### config.mk
export PLATFORM = sky130hd
export DESIGN_NAME = cpio_newc_stream_parser_flat
export DESIGN_NICKNAME = d
export VERILOG_FILES = /design/src/hdl/cnp_pkg.sv /design/src/hdl/cnp_if.sv /design/src/hdl/cpio_newc_stream_parser.sv /design/src/hdl/cnp_front.sv /design/src/hdl/cnp_back.sv /design/src/flat_wrapper.sv
export SDC_FILE = /design/constraint.sdc
export NUM_CORES = 2
export LEC_CHECK = 0
export ABC_AREA = 1
export BUFFER_PORTS_ARGS = -buffer_cell sky130_fd_sc_hd__buf_2
export CELL_PAD_IN_SITES_DETAIL_PLACEMENT = 0
export CELL_PAD_IN_SITES_GLOBAL_PLACEMENT = 1
export CORE_ASPECT_RATIO = 0.9
export CORE_UTILIZATION = 48
export CTS_CLUSTER_SIZE = 24
export DETAILED_ROUTE_END_ITERATION = 7
export PLACE_DENSITY_LB_ADDON = 0.1
export SYNTH_ARGS = -nofsm -noshare
export SYNTH_HDL_FRONTEND = slang
export SYNTH_SLANG_ARGS = --single-unit
export TNS_END_PERCENT = 10
### constraint.sdc
create_clock -name clk -period 24.2 [get_ports clk]
set_input_delay 1.21 -clock clk [delete_from_list [all_inputs] [get_ports clk]]
set_output_delay 1.21 -clock clk [all_outputs]
set_load 0.01 [all_outputs]
### src/hdl/cnp_pkg.sv
package cnp_pkg;

  localparam int unsigned HDR_LEN = 110;
  localparam int unsigned TRAILER_LEN = 10;

  typedef enum logic [2:0] {
    PH_HEADER,
    PH_NAME,
    PH_NAME_PAD,
    PH_DATA,
    PH_DATA_PAD
  } phase_t;

  typedef enum logic [2:0] {
    K_NAME  = 3'd0,
    K_ENTRY = 3'd1,
    K_DATA  = 3'd2,
    K_FIN   = 3'd3,
    K_ERR   = 3'd4
  } kind_t;

  localparam logic [2:0] ST_NONE      = 3'd0;
  localparam logic [2:0] ST_TRAILER   = 3'd0;
  localparam logic [2:0] ST_EXHAUSTED = 3'd1;
  localparam logic [2:0] ST_MAGIC     = 3'd2;
  localparam logic [2:0] ST_HEX       = 3'd3;
  localparam logic [2:0] ST_NAME_END  = 3'd4;
  localparam logic [2:0] ST_NAME_SIZE = 3'd5;
  localparam logic [2:0] ST_DATA_END  = 3'd6;

  localparam logic [0:0] REG_IMAGE_SIZE = 1'b0;

  typedef struct packed {
    logic [31:0] ino;
    logic [31:0] mode;
    logic [31:0] uid;
    logic [31:0] gid;
    logic [31:0] nlink;
    logic [31:0] mtime;
    logic [31:0] file_size;
    logic [31:0] device;
    logic [31:0] name_size;
  } record_t;

  // One queue entry: a result, plus an optional exhausted-finish after it.
  typedef struct packed {
    kind_t       kind;
    logic [7:0]  byte_val;
    logic [2:0]  status;
    record_t     rec;
    logic        two;
  } entry_t;

  function automatic logic [7:0] magic_char(input logic [2:0] i);
    unique case (i)
      3'd0: magic_char = 8'h30;
      3'd1: magic_char = 8'h37;
      3'd2: magic_char = 8'h30;
      3'd3: magic_char = 8'h37;
      3'd4: magic_char = 8'h30;
      3'd5: magic_char = 8'h31;
      default: magic_char = 8'h00;
    endcase
  endfunction

  function automatic logic [7:0] trailer_char(input logic [3:0] i);
    unique case (i)
      4'd0: trailer_char = 8'h54;
      4'd1: trailer_char = 8'h52;
      4'd2: trailer_char = 8'h41;
      4'd3: trailer_char = 8'h49;
      4'd4: trailer_char = 8'h4C;
      4'd5: trailer_char = 8'h45;
      4'd6: trailer_char = 8'h52;
      4'd7, 4'd8, 4'd9: trailer_char = 8'h21;
      default: trailer_char = 8'h00;
    endcase
  endfunction

  // Bit 4 flags a valid digit, bits 3:0 hold its value (zero if invalid).
  function automatic logic [4:0] hex_digit(input logic [7:0] c);
    if (c >= 8'h30 && c <= 8'h39) begin
      hex_digit = {1'b1, 4'(c - 8'h30)};
    end else if (c >= 8'h61 && c <= 8'h66) begin
      hex_digit = {1'b1, 4'(c - 8'h57)};
    end else if (c >= 8'h41 && c <= 8'h46) begin
      hex_digit = {1'b1, 4'(c - 8'h37)};
    end else begin
      hex_digit = 5'd0;
    end
  endfunction

endpackage

### src/hdl/cnp_if.sv
interface cnp_in_if;
  logic       valid;
  logic       ready;
  logic [7:0] byte_in;
  logic       first;
  modport source (output valid, output byte_in, output first, input ready);
  modport sink (input valid, input byte_in, input first, output ready);
endinterface

interface cnp_out_if;
  logic        valid;
  logic        ready;
  logic [2:0]  kind;
  logic [7:0]  byte_out;
  logic [31:0] ino;
  logic [31:0] mode;
  logic [31:0] uid;
  logic [31:0] gid;
  logic [31:0] nlink;
  logic [31:0] mtime;
  logic [31:0] file_size;
  logic [31:0] device;
  logic [31:0] name_size;
  logic [2:0]  status;
  modport source (output valid, output kind, output byte_out, output ino, output mode,
                  output uid, output gid, output nlink, output mtime, output file_size,
                  output device, output name_size, output status, input ready);
  modport sink (input valid, input kind, input byte_out, input ino, input mode,
                input uid, input gid, input nlink, input mtime, input file_size,
                input device, input name_size, input status, output ready);
endinterface

### src/hdl/cpio_newc_stream_parser.sv
// Channel  Dir  Transfer when          Payload
// in_ch    in   valid && ready         byte_in, first
// out_ch   out  valid && ready         kind, byte_out, record fields, status
// apb      in   psel&penable&pwrite    image_size at address 0
//
// One byte per cycle; the parser decides each byte in the cycle it is taken.
// Results wait in a two-entry queue; a byte with an extra finish result gives
// two results on out_ch. Input stalls only while the queue is full.
// rst is synchronous; it clears the parser, the queue and image_size.
module cpio_newc_stream_parser #(
  parameter int unsigned PATH_LIMIT = 4096
) (
  input  logic        clk,
  input  logic        rst,
  cnp_in_if.sink      in_ch,
  cnp_out_if.source   out_ch,
  input  logic        psel,
  input  logic        penable,
  input  logic        pwrite,
  input  logic [0:0]  paddr,
  input  logic [31:0] pwdata,
  output logic [31:0] prdata,
  output logic        pready
);

  logic [31:0] image_size;
  logic push, full;
  cnp_pkg::entry_t ent;

  assign pready = 1'b1;
  assign prdata = (paddr == cnp_pkg::REG_IMAGE_SIZE) ? image_size : 32'd0;

  always_ff @(posedge clk) begin
    if (rst) begin
      image_size <= '0;
    end else if (psel && penable && pwrite && paddr == cnp_pkg::REG_IMAGE_SIZE) begin
      image_size <= pwdata;
    end
  end

  assign in_ch.ready = !full;

  cnp_front #(.PATH_LIMIT(PATH_LIMIT)) u_front (
    .clk(clk),
    .rst(rst),
    .acc(in_ch.valid && in_ch.ready),
    .byte_in(in_ch.byte_in),
    .first(in_ch.first),
    .image_size(image_size),
    .push(push),
    .ent(ent)
  );

  cnp_back u_back (
    .clk(clk),
    .rst(rst),
    .push(push),
    .ent(ent),
    .full(full),
    .out_ch(out_ch)
  );

endmodule

### src/hdl/cnp_front.sv
module cnp_front #(
  parameter int unsigned PATH_LIMIT = 4096
) (
  input  logic              clk,
  input  logic              rst,
  input  logic              acc,
  input  logic [7:0]        byte_in,
  input  logic              first,
  input  logic [31:0]       image_size,
  output logic              push,
  output cnp_pkg::entry_t   ent
);

  localparam int unsigned NW = $clog2(PATH_LIMIT);

  cnp_pkg::phase_t phase, phase_next;
  logic [31:0] position, position_next;
  logic [31:0] count, count_next;
  logic [NW-1:0] name_idx, name_idx_next;
  logic [31:0] field_shift, field_shift_next;
  logic [31:0] h_ino, h_mode, h_uid, h_gid, h_nlink, h_mtime, h_fsize, h_nsize;
  logic [15:0] h_major, h_minor;
  logic [31:0] h_ino_n, h_mode_n, h_uid_n, h_gid_n, h_nlink_n, h_mtime_n, h_fsize_n;
  logic [31:0] h_nsize_n;
  logic [15:0] h_major_n, h_minor_n;
  logic magic_bad, magic_bad_next, hex_bad, hex_bad_next;
  logic trailer_match, trailer_match_next;
  logic stopped, stopped_next;

  always_ff @(posedge clk) begin
    if (rst) begin
      phase <= cnp_pkg::PH_HEADER;
      position <= '0;
      count <= '0;
      name_idx <= '0;
      field_shift <= '0;
      magic_bad <= 1'b0;
      hex_bad <= 1'b0;
      trailer_match <= 1'b1;
      stopped <= 1'b0;
    end else begin
      phase <= phase_next;
      position <= position_next;
      count <= count_next;
      name_idx <= name_idx_next;
      field_shift <= field_shift_next;
      magic_bad <= magic_bad_next;
      hex_bad <= hex_bad_next;
      trailer_match <= trailer_match_next;
      stopped <= stopped_next;
    end
    h_ino <= h_ino_n;
    h_mode <= h_mode_n;
    h_uid <= h_uid_n;
    h_gid <= h_gid_n;
    h_nlink <= h_nlink_n;
    h_mtime <= h_mtime_n;
    h_fsize <= h_fsize_n;
    h_nsize <= h_nsize_n;
    h_major <= h_major_n;
    h_minor <= h_minor_n;
  end

  cnp_pkg::phase_t e_phase;
  logic [31:0] e_pos, e_count, e_shift;
  logic [NW-1:0] e_nidx;
  logic e_mb, e_hb, e_tm, e_stop;
  logic [32:0] nxt, h_align;
  logic [33:0] ds_end;
  logic [6:0] hidx, rel;
  logic [3:0] fld;
  logic [4:0] hd;
  logic [31:0] shifted, last;
  logic end_fin, last_pad;

  always_comb begin
    // restart on a first byte
    e_phase = first ? cnp_pkg::PH_HEADER : phase;
    e_pos   = first ? '0 : position;
    e_count = first ? '0 : count;
    e_nidx  = first ? '0 : name_idx;
    e_shift = first ? '0 : field_shift;
    e_mb    = first ? 1'b0 : magic_bad;
    e_hb    = first ? 1'b0 : hex_bad;
    e_tm    = first ? 1'b1 : trailer_match;
    e_stop  = first ? 1'b0 : stopped;

    nxt = {1'b0, e_pos} + 33'd1;
    h_align = (nxt + 33'd3) & ~33'd3;
    ds_end = {1'b0, h_align} + {2'b0, h_fsize};
    end_fin = ({1'b0, h_align} + 34'(cnp_pkg::HDR_LEN)) > {2'b0, image_size};
    last_pad = (h_align != nxt);
    hidx = e_count[6:0];
    rel = hidx - 7'd6;
    fld = rel[6:3];
    hd = cnp_pkg::hex_digit(byte_in);
    shifted = {e_shift[27:0], hd[3:0]};
    last = h_nsize - 32'd1;

    phase_next = phase;
    position_next = position;
    count_next = count;
    name_idx_next = name_idx;
    field_shift_next = field_shift;
    magic_bad_next = magic_bad;
    hex_bad_next = hex_bad;
    trailer_match_next = trailer_match;
    stopped_next = stopped;
    h_ino_n = h_ino;
    h_mode_n = h_mode;
    h_uid_n = h_uid;
    h_gid_n = h_gid;
    h_nlink_n = h_nlink;
    h_mtime_n = h_mtime;
    h_fsize_n = h_fsize;
    h_nsize_n = h_nsize;
    h_major_n = h_major;
    h_minor_n = h_minor;
    push = 1'b0;
    ent = '0;

    if (acc && !e_stop) begin
      phase_next = e_phase;
      count_next = e_count;
      name_idx_next = e_nidx;
      field_shift_next = e_shift;
      magic_bad_next = e_mb;
      hex_bad_next = e_hb;
      trailer_match_next = e_tm;
      stopped_next = 1'b0;
      position_next = nxt[31:0];
      unique case (e_phase)
        cnp_pkg::PH_HEADER: begin
          if (hidx == 7'd0 && ({1'b0, e_pos} + 33'(cnp_pkg::HDR_LEN)) > {1'b0, image_size})
          begin
            push = 1'b1;
            ent.kind = cnp_pkg::K_FIN;
            ent.status = cnp_pkg::ST_EXHAUSTED;
            stopped_next = 1'b1;
          end else begin
            if (hidx < 7'd6) begin
              if (byte_in != cnp_pkg::magic_char(hidx[2:0])) magic_bad_next = 1'b1;
            end else begin
              if (!hd[4] && (fld <= 4'd6 || (fld >= 4'd9 && fld <= 4'd11)))
                hex_bad_next = 1'b1;
              field_shift_next = shifted;
              if (rel[2:0] == 3'd7) begin
                unique case (fld)
                  4'd0: h_ino_n = shifted;
                  4'd1: h_mode_n = shifted;
                  4'd2: h_uid_n = shifted;
                  4'd3: h_gid_n = shifted;
                  4'd4: h_nlink_n = shifted;
                  4'd5: h_mtime_n = shifted;
                  4'd6: h_fsize_n = shifted;
                  4'd9: h_major_n = shifted[15:0];
                  4'd10: h_minor_n = shifted[15:0];
                  4'd11: h_nsize_n = shifted;
                  default: ;
                endcase
              end
            end
            count_next = e_count + 32'd1;
            if (hidx >= 7'(cnp_pkg::HDR_LEN - 1)) begin
              ent.kind = cnp_pkg::K_ERR;
              push = 1'b1;
              if (magic_bad_next) ent.status = cnp_pkg::ST_MAGIC;
              else if (hex_bad_next) ent.status = cnp_pkg::ST_HEX;
              else if ((nxt + {1'b0, h_nsize}) > {1'b0, image_size})
                ent.status = cnp_pkg::ST_NAME_END;
              else if (h_nsize == 32'd0 || h_nsize >= 32'(PATH_LIMIT))
                ent.status = cnp_pkg::ST_NAME_SIZE;
              else push = 1'b0;
              if (push) begin
                stopped_next = 1'b1;
              end else begin
                ent = '0;
                phase_next = cnp_pkg::PH_NAME;
                count_next = '0;
                name_idx_next = '0;
                trailer_match_next = 1'b1;
              end
            end
          end
        end
        cnp_pkg::PH_NAME: begin
          push = 1'b1;
          if ({{(32-NW){1'b0}}, e_nidx} < last) begin
            ent.kind = cnp_pkg::K_NAME;
            ent.byte_val = byte_in;
            if (e_nidx < NW'(cnp_pkg::TRAILER_LEN)) begin
              if (byte_in != cnp_pkg::trailer_char(e_nidx[3:0])) trailer_match_next = 1'b0;
            end else if (e_nidx == NW'(cnp_pkg::TRAILER_LEN) && byte_in != 8'd0) begin
              trailer_match_next = 1'b0;
            end
            name_idx_next = e_nidx + 1'b1;
          end else if (e_tm && last >= 32'(cnp_pkg::TRAILER_LEN)) begin
            ent.kind = cnp_pkg::K_FIN;
            ent.status = cnp_pkg::ST_TRAILER;
            stopped_next = 1'b1;
          end else if (ds_end > {2'b0, image_size}) begin
            ent.kind = cnp_pkg::K_ERR;
            ent.status = cnp_pkg::ST_DATA_END;
            stopped_next = 1'b1;
          end else begin
            ent.kind = cnp_pkg::K_ENTRY;
            ent.rec = '{ino: h_ino, mode: h_mode, uid: h_uid, gid: h_gid, nlink: h_nlink,
                        mtime: h_mtime, file_size: h_fsize,
                        device: {h_major, h_minor}, name_size: h_nsize};
            count_next = '0;
            if (last_pad) begin
              phase_next = cnp_pkg::PH_NAME_PAD;
            end else if (h_fsize != 32'd0) begin
              phase_next = cnp_pkg::PH_DATA;
            end else if (end_fin) begin
              ent.two = 1'b1;
              stopped_next = 1'b1;
            end else begin
              phase_next = cnp_pkg::PH_HEADER;
            end
          end
        end
        cnp_pkg::PH_NAME_PAD: begin
          if (nxt[1:0] == 2'd0) begin
            count_next = '0;
            if (h_fsize != 32'd0) begin
              phase_next = cnp_pkg::PH_DATA;
            end else if (end_fin) begin
              push = 1'b1;
              ent.kind = cnp_pkg::K_FIN;
              ent.status = cnp_pkg::ST_EXHAUSTED;
              stopped_next = 1'b1;
            end else begin
              phase_next = last_pad ? cnp_pkg::PH_DATA_PAD : cnp_pkg::PH_HEADER;
            end
          end
        end
        cnp_pkg::PH_DATA: begin
          push = 1'b1;
          ent.kind = cnp_pkg::K_DATA;
          ent.byte_val = byte_in;
          count_next = e_count + 32'd1;
          if (count_next >= h_fsize) begin
            if (end_fin) begin
              ent.two = 1'b1;
              stopped_next = 1'b1;
            end else begin
              phase_next = last_pad ? cnp_pkg::PH_DATA_PAD : cnp_pkg::PH_HEADER;
              count_next = '0;
            end
          end
        end
        cnp_pkg::PH_DATA_PAD: begin
          if (nxt[1:0] == 2'd0) begin
            phase_next = cnp_pkg::PH_HEADER;
            count_next = '0;
          end
        end
        default: begin
          phase_next = cnp_pkg::PH_HEADER;
          count_next = '0;
        end
      endcase
    end else if (acc) begin
      // stopped: hold state, drop the byte
      stopped_next = 1'b1;
    end
  end

  a_push_needs_acc: assert property (@(posedge clk) disable iff (rst) push |-> acc)
    else $error("result pushed without a transfer");
  a_stop_holds: assert property (@(posedge clk) disable iff (rst)
    (stopped && !(acc && first)) |=> stopped)
    else $error("parser left the stopped state without a restart");
  a_two_is_final: assert property (@(posedge clk) disable iff (rst)
    (push && ent.two) |-> stopped_next)
    else $error("exhausted finish without stopping");

endmodule

### src/hdl/cnp_back.sv
module cnp_back (
  input  logic            clk,
  input  logic            rst,
  input  logic            push,
  input  cnp_pkg::entry_t ent,
  output logic            full,
  cnp_out_if.source       out_ch
);

  cnp_pkg::entry_t q [2];
  logic [1:0] cnt;
  logic head, tail, sub;
  logic pop, take;
  cnp_pkg::entry_t cur;

  assign full = (cnt == 2'd2);
  assign cur = q[head];
  assign take = out_ch.valid && out_ch.ready;
  assign pop = take && (sub || !cur.two);

  always_ff @(posedge clk) begin
    if (rst) begin
      cnt <= '0;
      head <= 1'b0;
      tail <= 1'b0;
      sub <= 1'b0;
    end else begin
      cnt <= cnt + {1'b0, push} - {1'b0, pop};
      if (push) tail <= ~tail;
      if (pop) head <= ~head;
      if (take) sub <= !sub && cur.two;
    end
    if (push) q[tail] <= ent;
  end

  always_comb begin
    out_ch.valid = (cnt != 2'd0);
    if (sub) begin
      out_ch.kind = cnp_pkg::K_FIN;
      out_ch.byte_out = '0;
      out_ch.status = cnp_pkg::ST_EXHAUSTED;
      {out_ch.ino, out_ch.mode, out_ch.uid, out_ch.gid, out_ch.nlink, out_ch.mtime,
       out_ch.file_size, out_ch.device, out_ch.name_size} = '0;
    end else begin
      out_ch.kind = cur.kind;
      out_ch.byte_out = cur.byte_val;
      out_ch.status = cur.status;
      {out_ch.ino, out_ch.mode, out_ch.uid, out_ch.gid, out_ch.nlink, out_ch.mtime,
       out_ch.file_size, out_ch.device, out_ch.name_size} = cur.rec;
    end
  end

  a_no_overflow: assert property (@(posedge clk) disable iff (rst) full |-> !push)
    else $error("queue written while full");
  a_cnt_range: assert property (@(posedge clk) disable iff (rst) cnt != 2'd3)
    else $error("queue count out of range");
  a_sub_valid: assert property (@(posedge clk) disable iff (rst)
    sub |-> (out_ch.valid && cur.two))
    else $error("second result without a pending entry");

endmodule

### src/flat_wrapper.sv
// flat-port wrapper written by rule: the top's interface ports become plain ports
module cpio_newc_stream_parser_flat 
#(
  parameter int unsigned PATH_LIMIT = 4096
)
  (clk, rst, psel, penable, pwrite, paddr, pwdata, prdata, pready, in_ch_valid, in_ch_byte_in, in_ch_first, in_ch_ready, out_ch_valid, out_ch_kind, out_ch_byte_out, out_ch_ino, out_ch_mode, out_ch_uid, out_ch_gid, out_ch_nlink, out_ch_mtime, out_ch_file_size, out_ch_device, out_ch_name_size, out_ch_status, out_ch_ready);
  cnp_in_if in_ch_i ();
  cnp_out_if out_ch_i ();
  input  logic clk;
  input  logic rst;
  input  logic psel;
  input  logic penable;
  input  logic pwrite;
  input  logic [0:0] paddr;
  input  logic [31:0] pwdata;
  output logic [31:0] prdata;
  output logic pready;
  input wire logic [$bits(in_ch_i.valid)-1:0] in_ch_valid;
  input wire logic [$bits(in_ch_i.byte_in)-1:0] in_ch_byte_in;
  input wire logic [$bits(in_ch_i.first)-1:0] in_ch_first;
  output wire logic [$bits(in_ch_i.ready)-1:0] in_ch_ready;
  output wire logic [$bits(out_ch_i.valid)-1:0] out_ch_valid;
  output wire logic [$bits(out_ch_i.kind)-1:0] out_ch_kind;
  output wire logic [$bits(out_ch_i.byte_out)-1:0] out_ch_byte_out;
  output wire logic [$bits(out_ch_i.ino)-1:0] out_ch_ino;
  output wire logic [$bits(out_ch_i.mode)-1:0] out_ch_mode;
  output wire logic [$bits(out_ch_i.uid)-1:0] out_ch_uid;
  output wire logic [$bits(out_ch_i.gid)-1:0] out_ch_gid;
  output wire logic [$bits(out_ch_i.nlink)-1:0] out_ch_nlink;
  output wire logic [$bits(out_ch_i.mtime)-1:0] out_ch_mtime;
  output wire logic [$bits(out_ch_i.file_size)-1:0] out_ch_file_size;
  output wire logic [$bits(out_ch_i.device)-1:0] out_ch_device;
  output wire logic [$bits(out_ch_i.name_size)-1:0] out_ch_name_size;
  output wire logic [$bits(out_ch_i.status)-1:0] out_ch_status;
  input wire logic [$bits(out_ch_i.ready)-1:0] out_ch_ready;
  assign in_ch_i.valid = in_ch_valid;
  assign in_ch_i.byte_in = in_ch_byte_in;
  assign in_ch_i.first = in_ch_first;
  assign in_ch_ready = in_ch_i.ready;
  assign out_ch_valid = out_ch_i.valid;
  assign out_ch_kind = out_ch_i.kind;
  assign out_ch_byte_out = out_ch_i.byte_out;
  assign out_ch_ino = out_ch_i.ino;
  assign out_ch_mode = out_ch_i.mode;
  assign out_ch_uid = out_ch_i.uid;
  assign out_ch_gid = out_ch_i.gid;
  assign out_ch_nlink = out_ch_i.nlink;
  assign out_ch_mtime = out_ch_i.mtime;
  assign out_ch_file_size = out_ch_i.file_size;
  assign out_ch_device = out_ch_i.device;
  assign out_ch_name_size = out_ch_i.name_size;
  assign out_ch_status = out_ch_i.status;
  assign out_ch_i.ready = out_ch_ready;
  cpio_newc_stream_parser #(.PATH_LIMIT(PATH_LIMIT)) u_core (.clk(clk), .rst(rst), .in_ch(in_ch_i), .out_ch(out_ch_i), .psel(psel), .penable(penable), .pwrite(pwrite), .paddr(paddr), .pwdata(pwdata), .prdata(prdata), .pready(pready));
endmodule
==> summary.md <==
| Metric | Value |
|---|---|
| Largest stage delay, worst path | 660 ps |
| Critical Path Most Common Cell | nand2_1 |
| RePlAce Congestion | 0.971 |
| Worst skew pair latency | 730 ps |
| Via count of the first global-routing pass | 38964 |
| H-tree level count | 3 |
| Share of post-route cells with drive strength above 1 | 13.1% |
| Synth Instances | 5700 |
| CP delay by family, top | simple AND/OR/NAND/NOR gates |
| Synth-to-layout area growth | 13.0% |
| Post-CTS setup repair buffer count | 0 |
| Arrival time worst endpoint | 10060 ps |
| Initial DRC count | 4360 |
| VDD IR max | 95.4 µV |
| Remaining number of nets flagged by the antenna check after routing | 0 |
| Yosys cell types | 68 |
| Number of buffers and inverters on the critical path | 10 |
| Starting Density | 48.6% |
| Type of the worst setup path | primary input to flip-flop |
| Pin count of the biggest net entering global routing | 173 |
| Asr flop ratio synth | 0% |
| Count of synthesis-stage warnings from yosys | 0 |
| First drt pass iteration count | 6 |
| Static power due to leakage | 25.1 nW |
| Area enclosed by the die boundary | 115000 µm² |
| Io pins | 386 |
| Met1 GRT Util | 44.8% |
| Count of buffers from port buffering | 384 |
| Outcome | finished clean |
| Total power density per cell area | 91.2 nW/µm² |
| Final-layout fill cell count | 10095 |
| Cell area after synthesis | 54300 µm² |
| Detailed-route via count | 42521 |
| First-pass GRT wire length | 256 mm |
| Global routing met2 resource utilization | 46.2% |
| Clock input transition at the sequential cells of the worst setup and hold paths | 60 ps |
| GRT Overall Usage | 30.1% |
| Grt peak-use layer | met2 |
| Leading post-synthesis cells by instance count | nor2_1 (958), edfxtp_1 (894), nand2_1 (808) |
| Data required time at the worst endpoint | 24530 ps |
| Total Negative Setup Slacks | 0 ps |
| GRT overflow | 0 |
| Number of gates given a new drive strength after cts | 0 |
| Number of setup violations in the final report | 0 |
| Number of antenna violations at the first check in global routing | 11 |
| Register area | 29800 µm² |
| Combined area of the multi-input logic cells | 21600 µm² |
| Crit path launch type | primary input |
| Count of max-cap constraint violations | 0 |
| Met3 track demand over resource in global routing | 3.46% |
| Peak clock frequency supported by timing | 103 MHz |
| Worst-Margin Slew | 1300 ps |
| Mean area per synthesized cell | 9.53 µm² |
| Clk_skew | 72.2 ps |
| Clock buffers created by TritonCTS | 106 |
| Period utilisation layout | 40.2% |
| Final instance area | 61400 µm² |
| Sequential-to-total area share from yosys stat | 54.9% |
| Unrepaired setup endpoints after global routing | no |
| Net count, final | 6356 |
| Vertical extent of the die | 321 µm |
| Die X-Extent | 357 µm |
| Cell types occupying the most area after synthesis | edfxtp_1 (49%), nor2_1 (6.6%), ha_1 (5.9%) |
| Routed length per placed instance | 23.1 µm |
| Clk sinks | 1043 |
| Max Slew Vio Count | 0 |
| EDFF count, synth | 894 |
| DRC | 0 |
| Primary flip-flop cell chosen by synthesis mapping | edfxtp_1 |
| Worst-case clock buffer depth | 3 |
| Core box area | 112000 µm² |
| Final hold violation count | 0 |
| Post-Route WL | 176 mm |
| Worst Setup End Kind | flip-flop |
| Library cell with the highest instance count after synthesis | nor2_1 |
| Total placed instance area | 57800 µm² |
| Flop and latch count out of synthesis | 1043 |
| Clk root buf | clkbuf_16 |
| Slowest CP cell | buf_4 |
| DPL Wire Length | 119 mm |
| Worst hold-check path type | flip-flop to flip-flop |
| CP max FO | 170 |
| Register with the highest flop count | u_core.u_back.q |
| Max transition margin | 13.1% |
| Clock tree from TritonCTS | yes |
| Post-synth top area share | 49.4% |
| Post-detailed-route via-to-cell ratio | 5.58 |
| Placement row count | 116 |
| Number of flip-flops under the largest register name | 606 |
| Final critical-path required period | 9730 ps |
| Largest area contributor in the synthesized netlist | edfxtp_1 |
| Count of hold-fix buffers inserted at cts | 0 |
cells in the final DEF, fill, tap and decap left out, types with 77 or more instances in the layout:
cell type  netlist  layout
ha_1           257     257
nand4_1         77      77
a21oi_1        265     263
nor2_1         958     943
inv_1          529     527
edfxtp_1       894     894
clkbuf_16        0     106
xor2_1         129     129
nand3_1        161     161
nor3b_1        230     230
dfxtp_1        149     148
nor3_1         104     103
nand2_1        808     807
buf_2           20     384
o21ai_0        478     475
routing by layer:
metal,vias to the layer above,share of wire (%)
met5,-,0.032
met4,8,2.9
met3,245,6.5
met2,1525,45
met1,20553,46
li1,20190,-
cell type report:
| cell class | count | share of cell area, % |
|---|---|---|
| clock buffers | 125 | 4.50 |
| diodes | 2 | 0.00816 |
| repair buffers | 441 | 3.89 |
| well taps | 1475 | 3.01 |
| inverters | 554 | 3.43 |
| multi-input cells | 3902 | 35.3 |
| flip-flops and latches | 1043 | 48.6 |
| clock inverters | 74 | 1.28 |
worst reg2reg max path: cells and delay by family (launching register included):
| family | cells | cell delay, ps |
|---|---|---|
| compound gates | 5 | 750 |
| xor+xnor | 1 | 120 |
| fa+ha+maj | 3 | 970 |
| buf+inv | 4 | 1470 |
| flops | 1 | 460 |
| simple gates | 34 | 4310 |
cell families after synthesis:
kind of cell,count (synthesis),share of synthesized area [%]
simple gates,2516,21.3
flops,1043,54.9
compound gates,918,9.18
buf+inv,790,5.75
fa+ha+maj,259,5.99
xor+xnor,172,2.86
other cells,2,0.0138
path summary, 6_finish.rpt:
path	from	end	slack, ps	cells past startpoint
min reg2reg	u_core.u_back.head	u_core.u_back.head	460	1
max reg2reg	u_core.u_front.position[0]	u_core.u_back.q[1][187]	15390	47
max	in_ch_first	u_core.u_back.q[1][187]	14470	48
min	u_core.u_back.head	u_core.u_back.head	460	1
metrics by stage:
step,instances,setup WS [ps],utilization (%),hold WS (ps),power (mW)
after floorplan,5735,4850,-,426,3.32
after global routing,7614,13610,54.9,481,5.85
after CTS,7614,14400,54.9,451,5.63
final,7616,14470,54.9,457,5.59
after detailed placement,7415,13680,51.7,441,3.96
after global placement,7415,13760,51.7,431,3.96
power by group:
part	internal (mW)	leakage [nW]	switching, mW
logic	0.485	13.4	1.19
clock network	0.943	1.73	0.727
registers	2.19	9.94	0.0615
Power figures use the tool's default switching activity.
